===== config.mk =====
export PLATFORM = sky130hd
export DESIGN_NAME = ewc_mul
export DESIGN_NICKNAME = d
export VERILOG_FILES = /design/src/hdl/ewc_mul.sv
export SDC_FILE = /design/constraint.sdc
export NUM_CORES = 2
export LEC_CHECK = 0
export BUFFER_PORTS_ARGS = -buffer_cell sky130_fd_sc_hd__buf_4
export CAP_MARGIN = 10
export CORE_MARGIN = 5
export CORE_UTILIZATION = 45
export CTS_CLUSTER_DIAMETER = 80
export DETAILED_ROUTE_END_ITERATION = 8
export MAX_ROUTING_LAYER = met4
export SETUP_SLACK_MARGIN = 0.1
export SLEW_MARGIN = 20
export SYNTH_ARGS = -nofsm -noshare
export SYNTH_HDL_FRONTEND = slang
export SYNTH_SLANG_ARGS = --single-unit

===== constraint.sdc =====
create_clock -name clock -period 9.51 [get_ports clock]
set_clock_uncertainty 0.15 [all_clocks]
set_input_delay 1.902 -clock clock [delete_from_list [all_inputs] [get_ports clock]]
set_output_delay 1.902 -clock clock [all_outputs]
set_load 0.1 [all_outputs]

===== src/hdl/ewc_mul.sv =====
// ----------------------------------------------------------------------------
// ewc_mul
// Shared 32x32 unsigned multiplier with registered product.
// ----------------------------------------------------------------------------
`default_nettype none

module ewc_mul (
   input  wire logic        clock,
   input  wire logic [31:0] op_a,
   input  wire logic [31:0] op_b,
   output logic      [63:0] prod_ff
);

   always_ff @(posedge clock) begin
      prod_ff <= 64'(op_a) * 64'(op_b);
   end

endmodule

`default_nettype wire


## After elaboration in Yosys (flattened, before gate mapping)

Index checks and enable logic that the tools add are counted.

| storage, ports and cells | value |
|---|---|
| bits in registers | 64 |
| bits in latches | 0 |
| RAM bits | 0 |
| ROM bits | 0 |
| bits of input ports | 65 |
| output and inout bits | 64 |
| logic and storage cells | 2 |
| memories | 0 |

| cells by class | value |
|---|---|
| $add $sub $neg | 0 |
| multipliers | 1 |
| div/mod/pow operators | 0 |
| order comparisons | 0 |
| equal/unequal tests | 0 |
| shift-type cells | 0 |
| muxes and demuxes | 0 |
| bitwise logic cells | 0 |
| reduce and logical (&&, ||, !) cells | 0 |

Operators with widths:

| cell | count |
|---|---|
| multiplier 32 x 32 -> 64 bit | 1 |

## Depth between registers and ports, before layout

| depth | value |
|---|---|
| word-level depth | 1 |
| depth in mapped cells | 29 |
| depth with buffers taken out | 27 |

## Least setup slack after synthesis

OpenSTA, ideal clock, no wires.

| path | value |
|---|---|
| path type | input to register |
| from | input op_a[25] |
| to | register prod_ff[62] |
| library setup time | 72 ps |
| arrival time | 8583 ps |
| required time | 9288 ps |
| slack | 705 ps |
| stages | 25 |
| buffers on the path | 2 |
| cells stage by stage | clkbuf_1 > nand2_1 > fa_1 > inv_1 > fa_1 > inv_1 > fa_1 > inv_1 > fa_1 > fa_1 > fa_1 > fa_1 > inv_1 > fa_1 > inv_1 > ha_1 > buf_2 > nand4_1 > or4_1 > or3_1 > a31oi_1 > a31o_2 > a211oi_1 > o21ai_1 > xor2_1 |

| between the ends | value |
|---|---|
| cells in the longest elaborated chain, start to end | 1 |

RTL lines:

| what | line | source |
|---|---|---|
| start, declared | 9 | `input wire logic [31:0] op_a,` |
| multiplier 32 x 32 -> 64 bit | 15 | `prod_ff <= 64'(op_a) * 64'(op_b);` |
| end signal, assigned | 15 |  |
| end, declared | 11 | `output logic [63:0] prod_ff` |

No other way between the ends.

## Final worst setup path

| path | value |
|---|---|
| from | input op_a[9] |
| to | register prod_ff[62] |

Same word-level chain as after synthesis.

==> summary.md <==
| Metric | Value |
|---|---|
| Bufs on Longest Clock Path | `2` |
| DRT iter0 DRCs | `between 1,000 and 1,500` |
| Slowest CP cell | `fa_1` |
| Post-synth EDFFs | `0` |
| Post-Syn Area per Cell | `about 9.3 µm²` |
| Leading area contributor after synthesis | `fa_1` |
| GP Congestion | `0.8891` |
| Critical path type | `input port to register` |
| Inst Count DP | `4,750` |
| Setup Fix Bufs, Post-CTS | `0` |
| Initial antenna violation count | `3` |
| Worst setup EP type | `register` |
| Gr ovfl total | `0` |
| Post-layout nets | `about 5,000` |
| Largest net degree at the start of global routing | `33` |
| Worst-path clk slew | `roughly 0.050 ns` |
| Crit-path max FO | `25` |
| Levels on crit path | `24` |
| Initial core utilization | `between 40% and 50%` |
| Post-Route Setup TNS | `0 ns` |
| FMAX | `~110 MHz` |
| Yosys top cell area share | `just over 50%` |
| WL final | `between 90,000 and 100,000 µm` |
| Post-Syn Instances | `between 3,000 and 4,000` |
| Post-synthesis instance area | `around 35,000 µm²` |
| Row cnt | `around 100` |
| TritonCTS buffer count | `9` |
| Number of flip-flops in the largest register | `64` |
| Total number of vias | `24,595` |
| Max-cap violation count | `0` |
| YS warnings | `0` |
| Vias per Instance | `between 5 and 6` |
| HP Class | `input port to register` |
| Clk root buf | `clkbuf_16` |
| Fin util | `between 40% and 50%` |
| CTS Hold Bufs | `0` |
| CTS tree | `done` |
| CP startpoint | `op_a[9]` |
| CP arrival | `9.21 ns` |
| CORE AREA | `between 70,000 and 80,000 µm²` |
| Fin crit period | `roughly 9.1 ns` |
| Hold Path Depth | `2` |
| Die area | `around 83,000 µm²` |
| Met2 WL | `49,680 µm` |
| Final hold vios | `0` |
| Ys flop type | `dfxtp_1` |
| Largest Register | `prod_ff` |
| Slowest stage delay, CP | `roughly 0.64 ns` |
| Met3 WL | `between 4000 and 5000 µm` |
| Sequential area share after synthesis | `under 10%` |
| CP top delay family | `adder cells` |
| Clock sinks | `64` |
| CP most frequent cell | `fa_1` |
| Syn-to-layout area delta | `6.444%` |
| First-pass GRT wire length | `~150,000 µm` |
| Hold_sp | `op_b[0]` |
| # H-tree levels | `3` |
| Crit path to | `prod_ff[62]$_DFF_P_` |
| Die width | `287.6 µm` |
| Most common cell after layout, fill and taps aside | `fa_1` |
| Largest regs | `prod_ff x64` |
| GRT Util Overall | `between 20 and 25%` |
| Vias in the first global route | `between 20,000 and 30,000` |
| Most frequent cells in the layout | `fa_1 (896), inv_1 (865), and2_1 (602)` |
| Hpwl dp | `roughly 80,000 µm` |
| Syn_nets | `4,972` |
| ANT nets after route | `0` |
| RSZ-0062 raised after global routing | `false` |
| Worst path bufs/invs | `6` |
| Outcome | `completed` |
| TritonRoute pass-1 iters | `7` |
| Max layer used | `met4` |
| # IOs | `about 130` |
| Non-Filler Instances | `roughly 4,800` |
| Yosys cell types | `57` |
| Final period util | `a little over nine tenths` |
| Headroom to the max-slew limit | `approximately 63%` |
| Final Setup Violations | `0` |
| Critical path data required time | `a little under 10 ns` |
| Final worst slack | `around 0.42 ns` |
| Wire length per cell | `just over 20 µm` |
| Critical Path Source Type | `input port` |
| Synth Register Bits | `64` |
| Cell chain of the critical path | `buf_4 > buf_4 > nand2_1 > fa_1 > inv_1 > fa_1 > fa_1 > fa_1 > fa_1 > fa_1 > fa_1 > inv_1 > fa_1 > inv_1 > ha_1 > nand2_1 > or4_1 > or3_1 > a31oi_1 > buf_4 > a31o_2 > a211oi_1 > o21ai_1 > xor2_1` |
| Die height | `287.6 µm` |
| Wire length on met1 | `36,210 µm` |
| Final Max Slew Viols | `0` |
| Worst-margin pin slew | `0.5478 ns` |
| Placement Setup Slack | `0.1884 ns` |
| Ranking of synthesized cells by area | `fa_1 (52%), and2_1 (11%), ha_1 (9.5%)` |
| Layout cells sized above 1 | `under 10%` |
| DRC viols | `0` |
| Filler instances | `around 7,300` |
| CTS resizes | `0` |
| Input/output buffers | `128` |
| Post-synth ARST share | `0%` |
==> synthesized netlist by cell type, drive strengths merged, types with 4 or more instances <==
master,count
xnor2,35
a21oi,66
o21a,9
a21o,40
a221o,4
nand4,23
dfxtp,64
nor2,20
a221oi,4
nand2,480
clkbuf,213
inv,865
and2,602
xor2,25
and3,14
o31ai,5
nand3,10
nor3,7
o21bai,11
buf,7
a31oi,12
o21ai,26
ha,263
fa,896
==> how the worst min path moves through the flow <==
stage / endpoint / slack [ns]
4_1_cts: prod_ff[0]$_DFF_P_ / 1.91
3_3_place_gp: prod_ff[61] / 2.25
2_1_floorplan: prod_ff[0]$_DFF_P_ / 1.88
6_report: prod_ff[0]$_DFF_P_ / 1.91
3_5_place_dp: prod_ff[46] / 2.25
5_1_grt: prod_ff[0]$_DFF_P_ / 1.91
==> through the flow <==
step | hold slack, ns | area, µm²
finish | 1.915 | 36910
detailed placement | 2.248 | 36590
floorplan | 1.879 | 34680
global placement | 2.248 | 36590
CTS | 1.908 | 36910
global route | 1.911 | 36910
==> per-layer routing <==
| layer | GRT usage [%] | up-vias |
|---|---|---|
| met2 | 42.94 | 747 |
| met3 | 2.724 | 239 |
| met4 | 11.66 | 0 |
| li1 | - | 10808 |
| met5 | - | - |
| met1 | 29.27 | 12801 |
==> cells by family after synthesis <==
family                   Yosys count  synth area share, %
AO/OA/AOI/OAI                    202                4.153
XOR/XNOR                          60                1.515
adder cells (fa/ha/maj)         1159                61.22
buffers and inverters           1085                11.77
flip-flops                        64                3.695
multiplexers                       1              0.02887
AND/OR/NAND/NOR                 1177                17.62
==> cell type report <==
| class | instances | area, µm² | share of cell area, % |
|---|---|---|---|
| Antenna cell | 2 | 5.005 | 0.01356 |
| Clock buffer | 9 | 225.2 | 0.6102 |
| Clock inverter | 7 | 95.09 | 0.2576 |
| Inverter | 865 | 3247 | 8.797 |
| Multi-Input combinational cell | 2599 | 29310 | 79.42 |
| Sequential cell | 64 | 1281 | 3.471 |
| Tap cell | 1030 | 1289 | 3.492 |
| Timing Repair Buffer | 192 | 1454 | 3.939 |
Power is left out: the tool's default activity adds up to more than one toggle a clock period on the data nets, which glitch-free logic cannot reach.
