**config.mk**
```make
export PLATFORM = sky130hd
export DESIGN_NAME = ewc_div
export DESIGN_NICKNAME = d
export VERILOG_FILES = /design/src/hdl/ewc_div.sv
export SDC_FILE = /design/constraint.sdc
export NUM_CORES = 1
export LEC_CHECK = 0
export BUFFER_PORTS_ARGS = -buffer_cell sky130_fd_sc_hd__buf_2
export CAP_MARGIN = 20
export CORE_MARGIN = 5
export CORE_UTILIZATION = 46
export DETAILED_ROUTE_END_ITERATION = 7
export PLACE_DENSITY = 0.7
export RECOVER_POWER = 100
export REMOVE_ABC_BUFFERS = 1
export SETUP_SLACK_MARGIN = 0.05
export SLEW_MARGIN = 20
export SYNTH_ARGS = -nofsm -noshare
export SYNTH_HDL_FRONTEND = slang
export SYNTH_SLANG_ARGS = --single-unit
```
**constraint.sdc**
```tcl
create_clock -name clock -period 5.5 [get_ports clock]
set_clock_uncertainty 0.15 [all_clocks]
set_input_delay 0.825 -clock clock [delete_from_list [all_inputs] [get_ports clock]]
set_output_delay 0.825 -clock clock [all_outputs]
set_load 0.005 [all_outputs]
```
**src/hdl/ewc_div.sv**
```systemverilog
// ----------------------------------------------------------------------------
// ewc_div
// Restoring unsigned divider, one quotient bit per cycle.
// ----------------------------------------------------------------------------
`default_nettype none

module ewc_div #(
   parameter int NW = 39,
   parameter int DW = 17
) (
   input  wire logic          clock,
   input  wire logic          reset,
   input  wire logic          start,
   input  wire logic [NW-1:0] num,
   input  wire logic [DW-1:0] den,
   output logic               done_ff,
   output logic      [NW-1:0] quo_ff
);

   localparam int CW = (NW > 1) ? $clog2(NW) : 1;

   logic          run_ff;
   logic [CW-1:0] cnt_ff;
   logic [DW-1:0] rem_ff;
   logic [DW-1:0] den_ff;
   logic [DW:0]   shift_in;
   logic          ge_in;

   always_comb begin
      shift_in = {rem_ff, quo_ff[NW-1]};
      ge_in    = shift_in >= {1'b0, den_ff};
   end

   always_ff @(posedge clock) begin
      if (reset) begin
         run_ff  <= 1'b0;
         done_ff <= 1'b0;
         cnt_ff  <= '0;
      end else begin
         done_ff <= 1'b0;
         if (start) begin
            run_ff <= 1'b1;
            cnt_ff <= '0;
            rem_ff <= '0;
            den_ff <= den;
            quo_ff <= num;
         end else if (run_ff) begin
            rem_ff <= ge_in ? DW'(shift_in - {1'b0, den_ff}) : DW'(shift_in);
            quo_ff <= {quo_ff[NW-2:0], ge_in};
            cnt_ff <= cnt_ff + CW'(1);
            if (cnt_ff == CW'(NW - 1)) begin
               run_ff  <= 1'b0;
               done_ff <= 1'b1;
            end
         end
      end
   end

endmodule

`default_nettype wire

```
# Yosys cells after proc, flatten, opt, wreduce, memory -nomap -nowiden
# Cells that the tools add are included.
[word_totals]
register_bits = 81
input_bits = 59
output_inout_bits = 40
elab_cells = 25
[op_classes]
addsub = 2
n_lt_le_gt_ge = 1
eq_ne = 1
mux = 8
n_bitwise = 2
n_reduce_logical = 5
[ops]
columns = ["op", "count"]
rows = [
  ["$mux W39", 2],
  ["$mux W17", 2],
  ["$ge A18 B17 Y1", 1],
  ["$sub A17 B17 Y17", 1],
  ["$add A6 B1 Y6 const B", 1],
  ["$eq A6 B6 Y1 const B", 1],
  ["$mux W1", 4],
  ["$reduce_and A2 Y1", 2],
  ["$reduce_or A3 Y1", 1],
  ["$not A1 Y1", 2],
  ["$reduce_bool A2 Y1", 1],
  ["$reduce_or A2 Y1", 1],
]

# Depth between registers and ports, before layout
[depth]
ltp_word = 4
depth_mapped = 11
depth_no_buf = 10

# Worst setup path before layout
# OpenSTA, ideal clock, no wires.
[synth_timing]
path_kind = "in2reg"
startpoint = "input port start"
endpoint = "register quo_ff[0] (enable)"
setup_time_ns = 0.491
arrival_ns = 3.913
t_required_ns = 4.859
slack_ns = 0.947
path_stages = 3
path_cell_list = "buf_2 inv_1 a21oi_1"
[synth_via]
elab_chain_len = 2
[synth_rtl]
columns = ["element", "line_no", "source"]
rows = [
  ["from (decl)", "13", "input wire logic start,"],
  ["$reduce_bool A2 Y1 (no source line)", "-", ""],
  ["$reduce_and A2 Y1 (no source line)", "-", ""],
  ["to (signal assigned)", "46", "quo_ff <= num;"],
  ["to (signal assigned)", "49", "quo_ff <= {quo_ff[NW-2:0], ge_in};"],
  ["to (decl)", "17", "output logic [NW-1:0] quo_ff"],
]
# No other way between the ends.
# A chain may end at the register's enable or synchronous reset.

# Worst setup path after layout
[layout_timing]
startpoint = "input port start"
endpoint = "register quo_ff[38], data pin"
[layout_via]
elab_chain_len = 1
[layout_rtl]
columns = ["element", "line_no", "source"]
rows = [
  ["$mux W39", "41", "if (start) begin"],
]
# No other way between the ends.

==> results.py <==
metrics = {
    "grt": {
        "antenna_found_initial": 0,
        "grt_max_degree": 54,
        "grt_usage": 0.171,
        "grt_pass1_vias": 3192,
        "grt_use_met1": 0.212,
        "use_met3": 0.0716,
        "busiest_layer": "met2",
        "gr-total-overflow": 0,
        "use_met2": 0.274,
        "grt_pass1_wl_mm": 15.2,
    },
    "synth": {
        "async_reset_ff_frac": 0,
        "yosysWarningCount": 0,
        "synth_cells": 344,
        "synth_area_mm2": 0.00422,
        "synth_enable_flop_cells": 73,
        "synth-main-ff-cell": "edfxtp_1",
        "seq_area_frac_synth": 0.558,
        "synth-seq-cells": 81,
        "synth_area_per_cell_um2": 12.3,
        "ys_types": 50,
    },
    "worst_setup_path": {
        "crit_type": "input port to flip-flop",
        "arrival_ns": 3.43,
        "cp.required_ns": 5.45,
        "endpoint_kind": "flip-flop",
        "crit_fanout": 53,
        "cp-start-kind": "input port",
    },
    "clocking": {
        "clkSinkCount": 81,
        "cts_setup_buffers": 0,
        "htreeDepth": 3,
        "cts_tree": "built",
        "clockBufferDepth": 2,
        "worstSkewPairLatency_ns": 0.36,
        "ctsHoldBuffers": 0,
        "cts_made_buffers": 9,
        "path_clk_slew_ns": 0.08,
        "clock-root-buffer": "clkbuf_8",
        "ctsResizeCount": 0,
    },
    "routing": {
        "ant_nets": 0,
        "drc": 0,
        "wl_per_cell_um": 16.4,
        "first_pass_iters": 4,
        "wirelength_mm": 9.21,
        "vias_per_cell": 5.44,
        "vias": 3051,
        "drt_iter0_drc": 161,
    },
    "sta": {
        "finalHoldViolCount": 0,
        "fmax_mhz": 288,
        "timing.setup.tns_ns": 0,
        "period_share": 0.632,
        "post-route-min-period_ns": 3.48,
        "relSlewSlack": -0.848,
        "setup_viol": 0,
        "drv_slew": 54,
        "rsz0062_at_grt": "false",
        "tightest_slew_ns": 2.77,
    },
    "outcome": {
        "violations": "capacitance limit, slew limit",
        "status": "finished, violations left",
    },
    "floorplanning": {
        "core_mm2": 0.00911,
        "row_count": 35,
        "chipHeight_um": 106,
        "initial_core_util": 0.463,
        "ios": 99,
        "dieWidth_um": 106,
        "dieArea_mm2": 0.0112,
    },
    "layout": {
        "fillCellCount": 812,
        "drive_gt1_frac": 0.289,
        "antenna_cells": 0,
        "area_growth_pct": 16.6,
        "nNetsFinal": 524,
    },
    "pwr": {
        "p_sw_frac": 0.295,
        "power_density_mw_per_mm2": 301,
        "leakage_nw": 1.92,
        "p_total_w": 0.00148,
        "power_frac_seq": 0.509,
        "clkPwrFrac": 0.278,
        "switching_power_w": 0.000437,
        "p_int_w": 0.00104,
        "ir_drop_mv": 0.154,
        "pwr-share-comb": 0.213,
    },
    "place": {
        "place_hpwl_mm": 6.69,
        "gp_congestion": 0.862,
        "io_buffers": 98,
    },
    "flow_run": {
        "cap_violations": 1,
    },
    "min_path": {
        "hp-class": "flip-flop to flip-flop",
    },
}
-- metrics by stage --
stage	worst slack, ns	hold WS, ns	util	cells	area (um2)
global route	1.79	0.429	0.540	561	4920
floorplan	1.15	0.308	-	333	4140
global placement	2.62	0.323	0.528	545	4810
detailed placement	2.58	0.342	0.528	545	4810
CTS	2.70	0.354	0.548	561	4990
finish	2.02	0.361	0.540	561	4920
-- cell usage in the layout, fill, tap and decap left out, drive strengths merged, types with 2 or more instances in the layout --
cell    count
o21ai      14
o211ai      5
xnor2       8
buf        68
nor3        5
and2        3
o21a        7
clkbuf     42
nand2b      2
mux2       39
ha         19
clkinv      2
a21o        6
nor2       16
inv        27
dfxtp       8
nand4       3
xor2        7
nand3       5
a211oi      6
nand2      32
edfxtp     73
or3         2
a21oi      34
-- synth_stat cells, types with 5 or more instances --
| library cell | n | share of area |
|---|---|---|
| o21ai_0 | 12 | 0.014 |
| xnor2_1 | 8 | 0.017 |
| xor2_1 | 7 | 0.015 |
| nor2_1 | 16 | 0.014 |
| dfxtp_1 | 8 | 0.038 |
| edfxtp_1 | 73 | 0.52 |
| mux2_2 | 39 | 0.10 |
| a21oi_1 | 34 | 0.040 |
| nor3_1 | 5 | 0.0059 |
| o21a_1 | 6 | 0.011 |
| ha_1 | 19 | 0.056 |
| o211ai_1 | 5 | 0.0089 |
| nand3_1 | 5 | 0.0059 |
| inv_1 | 22 | 0.020 |
| nand2_1 | 32 | 0.028 |
-- layout make-up --
type                       instances  area (um2)  area share
timing repair buffer             101         464      0.0944
tap                              111         139      0.0282
inverter                          22        82.6      0.0168
clock buffer                       9         124      0.0252
clock inverter                     7        58.8      0.0120
sequential                        81        2350       0.478
multi-input combinational        230        1700       0.345
-- power by group through the flow --
stage / registers, W / clock network [W] / logic, W
after global routing: 0.000757 / 0.000454 / 0.000352
final: 0.000752 / 0.000412 / 0.000315
after CTS: 0.000752 / 0.000422 / 0.000323
after floorplan: 0.000763 / 0 / 0.000220
after global placement: 0.000765 / 0 / 0.000315
after detailed placement: 0.000764 / 0 / 0.000320
-- sequential cells by signal, indices dropped and copies added, names as in the netlist --
| signal | flops |
|---|---|
| quo_ff | 39 |
| den_ff | 17 |
| rem_ff | 17 |
| cnt_ff | 6 |
| done_ff | 1 |
| run_ff | 1 |
-- cells by family (layout without fill, tap and decap cells) --
logic type,count (synthesis),in the layout,synth area share
AND/OR/NAND/NOR,75,75,0.0831
adder cells (fa/ha/maj),20,20,0.0611
buffers and inverters,33,139,0.0374
AO/OA/AOI/OAI,81,81,0.125
XOR/XNOR,15,15,0.0311
multiplexers,39,39,0.104
flip-flops,81,81,0.558
-- worst max-delay path, cell delays in order --
cell and delay (ns):
clkbuf_1 0.12, clkbuf_1 1.98, mux2_2 0.48
-- final timing paths --
path | end | startpoint | slack, ns | cells after the start
worst max-delay path | quo_ff[38] | start | 2.02 | 3
worst min-delay path | cnt_ff[5] | cnt_ff[5] | 0.36 | 2
worst max register to register | quo_ff[32] | run_ff | 2.40 | 3
worst min register to register | cnt_ff[5] | cnt_ff[5] | 0.36 | 2
-- routing by layer --
| metal | vias to the layer above | share of wire | wire length [um] |
|---|---|---|---|
| met1 | 1452 | 0.43 | 3950 |
| met2 | 105 | 0.48 | 4380 |
| met4 | 0 | 0.014 | 125 |
| met5 | - | 0 | 0 |
| li1 | 1482 | - | - |
| met3 | 12 | 0.082 | 759 |
Note: power is estimated with default switching activity, not from simulation.
